`src/hdl/rvt_pkg.sv`:
```
// ----------------------------------------------------------------------------
// rvt_pkg
// Shared types and constants for the range value table.
// ----------------------------------------------------------------------------
package rvt_pkg;

  localparam int MAX_BREAKPOINTS_DEF = 64;
  localparam int KEY_BITS            = 32;
  localparam int VALUE_BITS          = 8;
  localparam int COUNT_BITS          = 7;

  localparam logic MODE_ASSIGN = 1'b0;
  localparam logic MODE_LOOKUP = 1'b1;

  typedef struct packed {
    logic                  mode;
    logic [KEY_BITS-1:0]   key_begin;
    logic [KEY_BITS-1:0]   key_end;
    logic [VALUE_BITS-1:0] new_value;
  } in_word_t;

  typedef struct packed {
    logic [VALUE_BITS-1:0] read_value;
    logic                  overflow;
    logic [COUNT_BITS-1:0] entry_count;
  } out_word_t;

endpackage

```
`src/hdl/rvt_ram.sv`:
```
// ----------------------------------------------------------------------------
// rvt_ram
// Generic simple dual-port RAM, one write and one registered read per cycle.
// ----------------------------------------------------------------------------
module rvt_ram #(
  parameter int WIDTH = 8,
  parameter int DEPTH = 64
) (
  input  logic                     clk,
  input  logic                     wr_en,
  input  logic [$clog2(DEPTH)-1:0] wr_addr,
  input  logic [WIDTH-1:0]         wr_data,
  input  logic                     rd_en,
  input  logic [$clog2(DEPTH)-1:0] rd_addr,
  output logic [WIDTH-1:0]         rd_data
);

  logic [WIDTH-1:0] mem [DEPTH];

  always_ff @(posedge clk) begin
    if (wr_en) begin
      mem[wr_addr] <= wr_data;
    end
    if (rd_en) begin
      rd_data <= mem[rd_addr];
    end
  end

endmodule

```
`src/hdl/range_value_table_unit.sv`:
```
// Operation: lookup and assign scan the used entries, one per cycle (an assign with an
// empty range skips this); an assign that fits then shifts the tail entries one per cycle
// and writes up to two new ones. One word is in flight at a time; the next word is
// taken once the current one's result is registered at the output.
// Reset: synchronous; clears the entry count, default value and output valid. No
// clearing pass: only entries below the count are ever read.
// ----------------------------------------------------------------------------
// range_value_table_unit
// Sorted breakpoint table with range assign and point lookup, held in one RAM.
// ----------------------------------------------------------------------------
module range_value_table_unit
  import rvt_pkg::*;
#(
  parameter int MAX_BREAKPOINTS = MAX_BREAKPOINTS_DEF
) (
  input  logic                  clk,
  input  logic                  rst,
  input  logic                  in_valid,
  output logic                  in_ready,
  input  in_word_t              in_word,
  output logic                  out_valid,
  input  logic                  out_ready,
  output out_word_t             out_word,
  input  logic                  cfg_wr_en,
  input  logic [VALUE_BITS-1:0] cfg_wr_data
);

  localparam int AW = $clog2(MAX_BREAKPOINTS);
  localparam int CW = $clog2(MAX_BREAKPOINTS + 1);
  localparam int XW = CW + 2;
  localparam int DW = KEY_BITS + VALUE_BITS;

  typedef enum logic [6:0] {
    S_IDLE = 7'b0000001,
    S_SCAN = 7'b0000010,
    S_CALC = 7'b0000100,
    S_MOVE = 7'b0001000,
    S_INS1 = 7'b0010000,
    S_INS2 = 7'b0100000,
    S_DONE = 7'b1000000
  } state_t;

  state_t                state;
  logic [VALUE_BITS-1:0] dflt;
  logic [CW-1:0]         used;
  logic                  mode;
  logic [KEY_BITS-1:0]   kb, ke;
  logic [VALUE_BITS-1:0] nv, prev_val, after;
  logic [CW-1:0]         lo, hi, left, dmag;
  logic [AW-1:0]         idx, dst;
  logic                  pend, grow, ins_a, ins_b;
  logic [XW-1:0]         n_new;
  out_word_t             res;

  logic                  wr_en, rd_en;
  logic [AW-1:0]         wr_addr;
  logic [DW-1:0]         wr_data, rd_data;
  logic [KEY_BITS-1:0]   rk;
  logic [VALUE_BITS-1:0] rv;

  // CALC arithmetic
  logic                  c_ia, c_ib;
  logic [CW-1:0]         span, ins_cnt;
  logic [XW-1:0]         c_n;

  assign rk = rd_data[DW-1:VALUE_BITS];
  assign rv = rd_data[VALUE_BITS-1:0];
  assign in_ready = (state == S_IDLE);

  always_comb begin
    c_ia    = (nv != prev_val);
    c_ib    = (after != nv);
    span    = hi - lo;
    ins_cnt = CW'(c_ia) + CW'(c_ib);
    c_n     = XW'(used) + XW'(ins_cnt) - XW'(span);
  end

  always_comb begin
    rd_en   = 1'b0;
    wr_en   = 1'b0;
    wr_addr = dst;
    wr_data = rd_data;
    unique case (state)
      S_SCAN: rd_en = (left != '0);
      S_MOVE: begin
        rd_en = (left != '0);
        wr_en = pend;
      end
      S_INS1: begin
        wr_en   = ins_a;
        wr_addr = lo[AW-1:0];
        wr_data = {kb, nv};
      end
      S_INS2: begin
        wr_en   = ins_b;
        wr_addr = AW'(lo + CW'(ins_a));
        wr_data = {ke, after};
      end
      default: ;
    endcase
  end

  rvt_ram #(.WIDTH(DW), .DEPTH(MAX_BREAKPOINTS)) u_ram (
    .clk    (clk),
    .wr_en  (wr_en),
    .wr_addr(wr_addr),
    .wr_data(wr_data),
    .rd_en  (rd_en),
    .rd_addr(idx),
    .rd_data(rd_data)
  );

  always_ff @(posedge clk) begin
    if (rst) begin
      state     <= S_IDLE;
      used      <= '0;
      dflt      <= '0;
      out_valid <= 1'b0;
      pend      <= 1'b0;
    end else begin
      if (cfg_wr_en) begin
        dflt <= cfg_wr_data;
      end
      // DONE reloads the output itself
      if (out_valid && out_ready && state != S_DONE) begin
        out_valid <= 1'b0;
      end
      unique case (state)
        S_IDLE: begin
          if (in_valid) begin
            mode     <= in_word.mode;
            kb       <= in_word.key_begin;
            ke       <= (in_word.mode == MODE_LOOKUP) ? in_word.key_begin : in_word.key_end;
            nv       <= in_word.new_value;
            lo       <= '0;
            hi       <= '0;
            prev_val <= dflt;
            after    <= dflt;
            idx      <= '0;
            left     <= used;
            pend     <= 1'b0;
            res      <= '{read_value: '0, overflow: 1'b0,
                          entry_count: COUNT_BITS'(used)};
            if (in_word.mode == MODE_ASSIGN &&
                !($signed(in_word.key_begin) < $signed(in_word.key_end))) begin
              state <= S_DONE;  // empty range
            end else begin
              state <= S_SCAN;
            end
          end
        end
        S_SCAN: begin
          pend <= (left != '0);
          if (left != '0) begin
            idx  <= idx + AW'(1);
            left <= left - CW'(1);
          end
          if (pend) begin
            if ($signed(rk) < $signed(kb)) begin
              lo       <= lo + CW'(1);
              prev_val <= rv;
            end
            if ($signed(rk) <= $signed(ke)) begin
              hi    <= hi + CW'(1);
              after <= rv;
            end
          end
          if (left == '0 && !pend) begin
            state <= S_CALC;
          end
        end
        S_CALC: begin
          ins_a <= c_ia;
          ins_b <= c_ib;
          n_new <= c_n;
          grow  <= (ins_cnt > span);
          dmag  <= (ins_cnt > span) ? ins_cnt - span : span - ins_cnt;
          left  <= (ins_cnt != span) ? used - hi : '0;
          idx   <= (ins_cnt > span) ? AW'(used - CW'(1)) : hi[AW-1:0];
          pend  <= 1'b0;
          if (mode == MODE_LOOKUP) begin
            res.read_value <= after;
            state          <= S_DONE;
          end else if (c_n > XW'(MAX_BREAKPOINTS)) begin
            res.overflow <= 1'b1;
            state        <= S_DONE;
          end else begin
            state <= S_MOVE;
          end
        end
        S_MOVE: begin
          // grow: walk down from the top; shrink: walk up from hi
          pend <= (left != '0);
          if (left != '0) begin
            idx  <= grow ? idx - AW'(1) : idx + AW'(1);
            left <= left - CW'(1);
            dst  <= grow ? AW'(XW'(idx) + XW'(dmag)) : AW'(XW'(idx) - XW'(dmag));
          end
          if (left == '0 && !pend) begin
            state <= S_INS1;
          end
        end
        S_INS1: state <= S_INS2;
        S_INS2: begin
          used            <= CW'(n_new);
          res.entry_count <= COUNT_BITS'(n_new);
          state           <= S_DONE;
        end
        S_DONE: begin
          if (!out_valid || out_ready) begin
            out_valid <= 1'b1;
            out_word  <= res;
            state     <= S_IDLE;
          end
        end
        default: state <= S_IDLE;
      endcase
    end
  end

endmodule
```
`config.mk`:
```
export PLATFORM = sky130hd
export DESIGN_NAME = range_value_table_unit
export DESIGN_NICKNAME = d
export VERILOG_FILES = /design/src/hdl/rvt_pkg.sv /design/src/hdl/rvt_ram.sv /design/src/hdl/range_value_table_unit.sv
export SDC_FILE = /design/constraint.sdc
export NUM_CORES = 2
export LEC_CHECK = 0
export BUFFER_PORTS_ARGS = -buffer_cell sky130_fd_sc_hd__buf_4
export CORE_MARGIN = 1
export CORE_UTILIZATION = 32
export DETAILED_ROUTE_END_ITERATION = 10
export HOLD_SLACK_MARGIN = 0.05
export MAX_ROUTING_LAYER = met4
export SYNTH_ARGS = -nofsm -noshare
export SYNTH_HDL_FRONTEND = slang
export SYNTH_HIERARCHICAL = 1
export SYNTH_SLANG_ARGS = --single-unit
```
`constraint.sdc`:
```
create_clock -name clk -period 8.2 [get_ports clk]
set_clock_uncertainty 0.05 [all_clocks]
set_input_delay 0.41 -clock clk [delete_from_list [all_inputs] [get_ports clk]]
set_output_delay 0.41 -clock clk [all_outputs]
set_load 0.1 [all_outputs]
```
==> results.sh <==
export IMPL_status="finished, final reports clean"
export IMPL_min_from="in_word[72]"
export IMPL_syn_inst=5450
export IMPL_whs_path_depth=1
export IMPL_cp_slowest_cell="nor2_4"
export IMPL_track_usage=0.180
export IMPL_period_needed_ns=5.58
export IMPL_tritoncts="done"
export IMPL_cts_buffer_depth=4
export IMPL_antenna_found_initial=12
export IMPL_drv_slew=0
export IMPL_avgSynthCellArea_sq_um=20.3
export IMPL_finalSetupViolCount=0
export IMPL_min_path_type="in -> reg"
export IMPL_place_gp_congestion=0.883
export IMPL_final_area_sq_um=128000
export IMPL_drt_drc_violations_left=0
export IMPL_pin_count=104
export IMPL_drive_gt1_frac=0.239
export IMPL_synth_area_leaders="edfxtp_1 (75%), mux4_2 (12%), ha_1 (1.5%)"
export IMPL_worst_skew_pair_late_latency_ns=0.85
export IMPL_syn_nets=5680
export IMPL_setup_ws_ns=2.62
export IMPL_ys_seq_area_frac=0.757
export IMPL_critPathArrivalTime_ns=6.09
export IMPL_num_vias=57000
export IMPL_worstPathMaxFanout=38
export IMPL_ys_types=68
export IMPL_timing_rr_start="state[1]$_SDFFE_PP0P_"
export IMPL_portBuffers=103
export IMPL_holdWs_ns=0.127
export IMPL_numCtsBuffers=284
export IMPL_grt_pass1_wl_mm=433
export IMPL_final_nets=6041
export IMPL_wire_per_inst_microns=29.3
export IMPL_die_w_microns=590
export IMPL_grt_start_max_net_pins=96
export IMPL_grt_overflow=0
export IMPL_die_area_sq_um=348000
export IMPL_met1_usage=0.242
export IMPL_tightest_slew_ns=1.38
export IMPL_crit_buf_inv=1
export IMPL_cts_root_buf="clkbuf_16"
export IMPL_p_per_area_nw_per_um2=246
export IMPL_cp_cell_sequence="nor2_1, nor4b_1, and3b_2, a32oi_1, nand2_1, nor2b_1, nand3_1, nor2_4, buf_4"
export IMPL_post_route_period_util=0.680
export IMPL_initial_core_util=0.322
export IMPL_ys_seq_elements=2794
export IMPL_rsz0062_at_grt="false"
export IMPL_drt_iter0_markers=6984
export IMPL_path_class="reg -> reg"
export IMPL_reg2reg_to="u_ram/mem[53][29]$_DFFE_PP_"
export IMPL_rows=215
export IMPL_top_usage_layer="met2"
export IMPL_use_met2=0.276
export IMPL_r2r_cells=9
export IMPL_start_kind="flop"
export IMPL_yosysWarnings=6
export IMPL_endpoint_kind="flop"
export IMPL_slew_headroom=0.0764
export IMPL_synth_ff_type="edfxtp_1"
export IMPL_yosysTopAreaCell="edfxtp_1"
export IMPL_power_total_uw=31500
export IMPL_async_flop_share=0
export IMPL_min_to="mode$_DFFE_PP_"
export IMPL_cts_sinks=2794
export IMPL_vdd_drop_max_uv=174
export IMPL_post_place_ws_ns=2.73
export IMPL_final_hold_viol_count=0
export IMPL_drt_first_pass_iters=5
export IMPL_die_h_microns=590
export IMPL_fin_tns_setup_ns=0
export IMPL_area_growth_pct=15.6
export IMPL_required_ns=8.71
export IMPL_cp_depth=9
export IMPL_syn_area_sq_um=111000
export IMPL_h_tree_depth=5
export IMPL_via_per_inst=5.39
export IMPL_wirelength_mm=309
export IMPL_met3_usage=0.0312
export IMPL_cp_slowest_stage_delay_ns=1.33
export IMPL_grt_pass1_vias=56200
export IMPL_p_leak_uw=0.0405
export IMPL_clkTransAtPathRegs_ns=0.06
export IMPL_ant_nets=0
export IMPL_synth_edff_count=2770
export IMPL_dp_hpwl_mm=191
export IMPL_max_freq_mhz=179
export IMPL_synth_top_area_frac=0.752
export IMPL_path_delay_family="simple AND/OR/NAND/NOR gates"
export IMPL_post_dp_cell_area_sq_um=118000
export IMPL_drv_cap=0
export IMPL_reg2reg_slack_ns=2.62
export IMPL_core_area_sq_um=344000
## sequential cells by signal, summed over array words and instances, names as in the netlist, 8 cells and up
signal and cells:
after 8, u_ram/rd_data 40, ke 32, kb 32, prev_val 8, nv 8
res 16, u_ram/mem 2560, out_word 16, dflt 8
## worst register-to-register path, delay by kind of cell (launching register included)
kind / cells / cell delay (ns)
and+or+nand+nor: 7 / 4.34
DFF: 1 / 0.34
AOI/OAI and AO/OA: 1 / 0.26
buffers and inverters: 1 / 0.32
## cells in the final DEF (no fill, tap or decap), types with 43 or more instances in the layout
cell,synthesis,routed
a22oi_1,60,60
inv_1,142,140
clkinv_1,0,51
buf_4,53,246
a21oi_1,125,125
o221ai_1,49,49
nor2_4,0,61
edfxtp_1,2770,2770
ha_1,136,136
o21ai_0,92,92
mux2i_1,127,127
clkbuf_1,126,52
dlygate4sd3_1,0,100
clkbuf_16,0,290
nor2_1,164,103
nand2_1,228,188
o22ai_1,147,147
clkinv_2,0,43
mux4_2,608,608
## synthesized netlist by cell type (4+ instances only)
cell,n
edfxtp_1,2770
mux4_2,608
nand2_1,228
nor2_1,164
o22ai_1,147
inv_1,142
ha_1,136
mux2i_1,127
clkbuf_1,126
a21oi_1,125
o21ai_0,92
buf_2,76
a22oi_1,60
buf_4,53
o221ai_1,49
nor4_1,43
a221oi_1,40
mux2_2,39
xor2_1,35
xnor2_1,32
nand3_1,27
o22a_1,26
dfxtp_1,24
nand2b_1,24
nor2b_1,24
nor3_1,22
a21o_1,17
a22o_1,17
a211oi_1,15
and2_1,15
buf_1,15
nand4_1,15
buf_6,12
and3_1,10
o21a_1,10
or3_1,10
fa_1,8
nand3b_1,8
a31oi_1,5
or2_2,5
and3b_1,4
o21bai_1,4
o31ai_1,4
## routing by layer
| layer | vias to the layer above | wire length [microns] |
|---|---|---|
| li1 | 23300 | - |
| met1 | 30500 | 126000 |
| met2 | 2758 | 145000 |
| met3 | 472 | 26800 |
| met4 | 0 | 11500 |
| met5 | - | 0 |
## power by group
part	internal, uW	leakage, uW	total [uW]	switching (uW)
Sequential	15700	0.0251	15800	69.4
Combinational	1030	0.0109	2850	1810
Clock	7470	0.00441	12900	5400
## metrics by stage
step | std cells | util
6_report | 10600 | 0.372
5_1_grt | 10600 | 0.372
3_5_place_dp | 9981 | 0.343
4_1_cts | 10600 | 0.372
3_3_place_gp | 9981 | 0.343
2_1_floorplan | 5450 | -
## cell type report
class / count / area [sq um]
clock buffer: 342 / 7450
sequential: 2794 / 83700
timing repair buffer: 357 / 3060
tap: 4557 / 5700
clock inverter: 149 / 1600
multi-input combinational: 2231 / 25800
fill: 30900 / 216000
inverter: 143 / 538
antenna: 6 / 15.0
## worst max path at each step
stage | slack, ns | end | start
floorplan | 2.27 | u_ram/mem[40][0]$_DFFE_PP_ | state[1]$_SDFFE_PP0P_
global placement | 2.66 | u_ram/mem[53][31]$_DFFE_PP_ | state[0]$_SDFFE_PP1P_
detailed placement | 2.73 | u_ram/mem[53][25]$_DFFE_PP_ | state[1]$_SDFFE_PP0P_
CTS | 2.75 | u_ram/mem[53][29]$_DFFE_PP_ | state[1]$_SDFFE_PP0P_
global route | 2.39 | u_ram/mem[53][29]$_DFFE_PP_ | state[1]$_SDFFE_PP0P_
finish | 2.62 | u_ram/mem[53][29]$_DFFE_PP_ | state[1]$_SDFFE_PP0P_
## what timing repair did
action | CTS | global route
hold buffers | 100 | 0
resized for setup | 0 | 0
setup buffers | 0 | 0
hold endpoints to repair | 93 | 0
## cell families (layout without fill, tap and decap cells)
group / Yosys count / count (layout) / synth area share
adder cells (fa/ha/maj): 144 / 144 / 0.0168
AND/OR/NAND/NOR: 612 / 612 / 0.0257
XOR/XNOR: 68 / 68 / 0.00545
AO/OA/AOI/OAI: 632 / 632 / 0.0381
buffers and inverters: 425 / 991 / 0.0179
other: 0 / 6 / 0
multiplexers: 775 / 775 / 0.139
flip-flops: 2794 / 2794 / 0.757
Note: power is estimated with default switching activity, not from simulation.
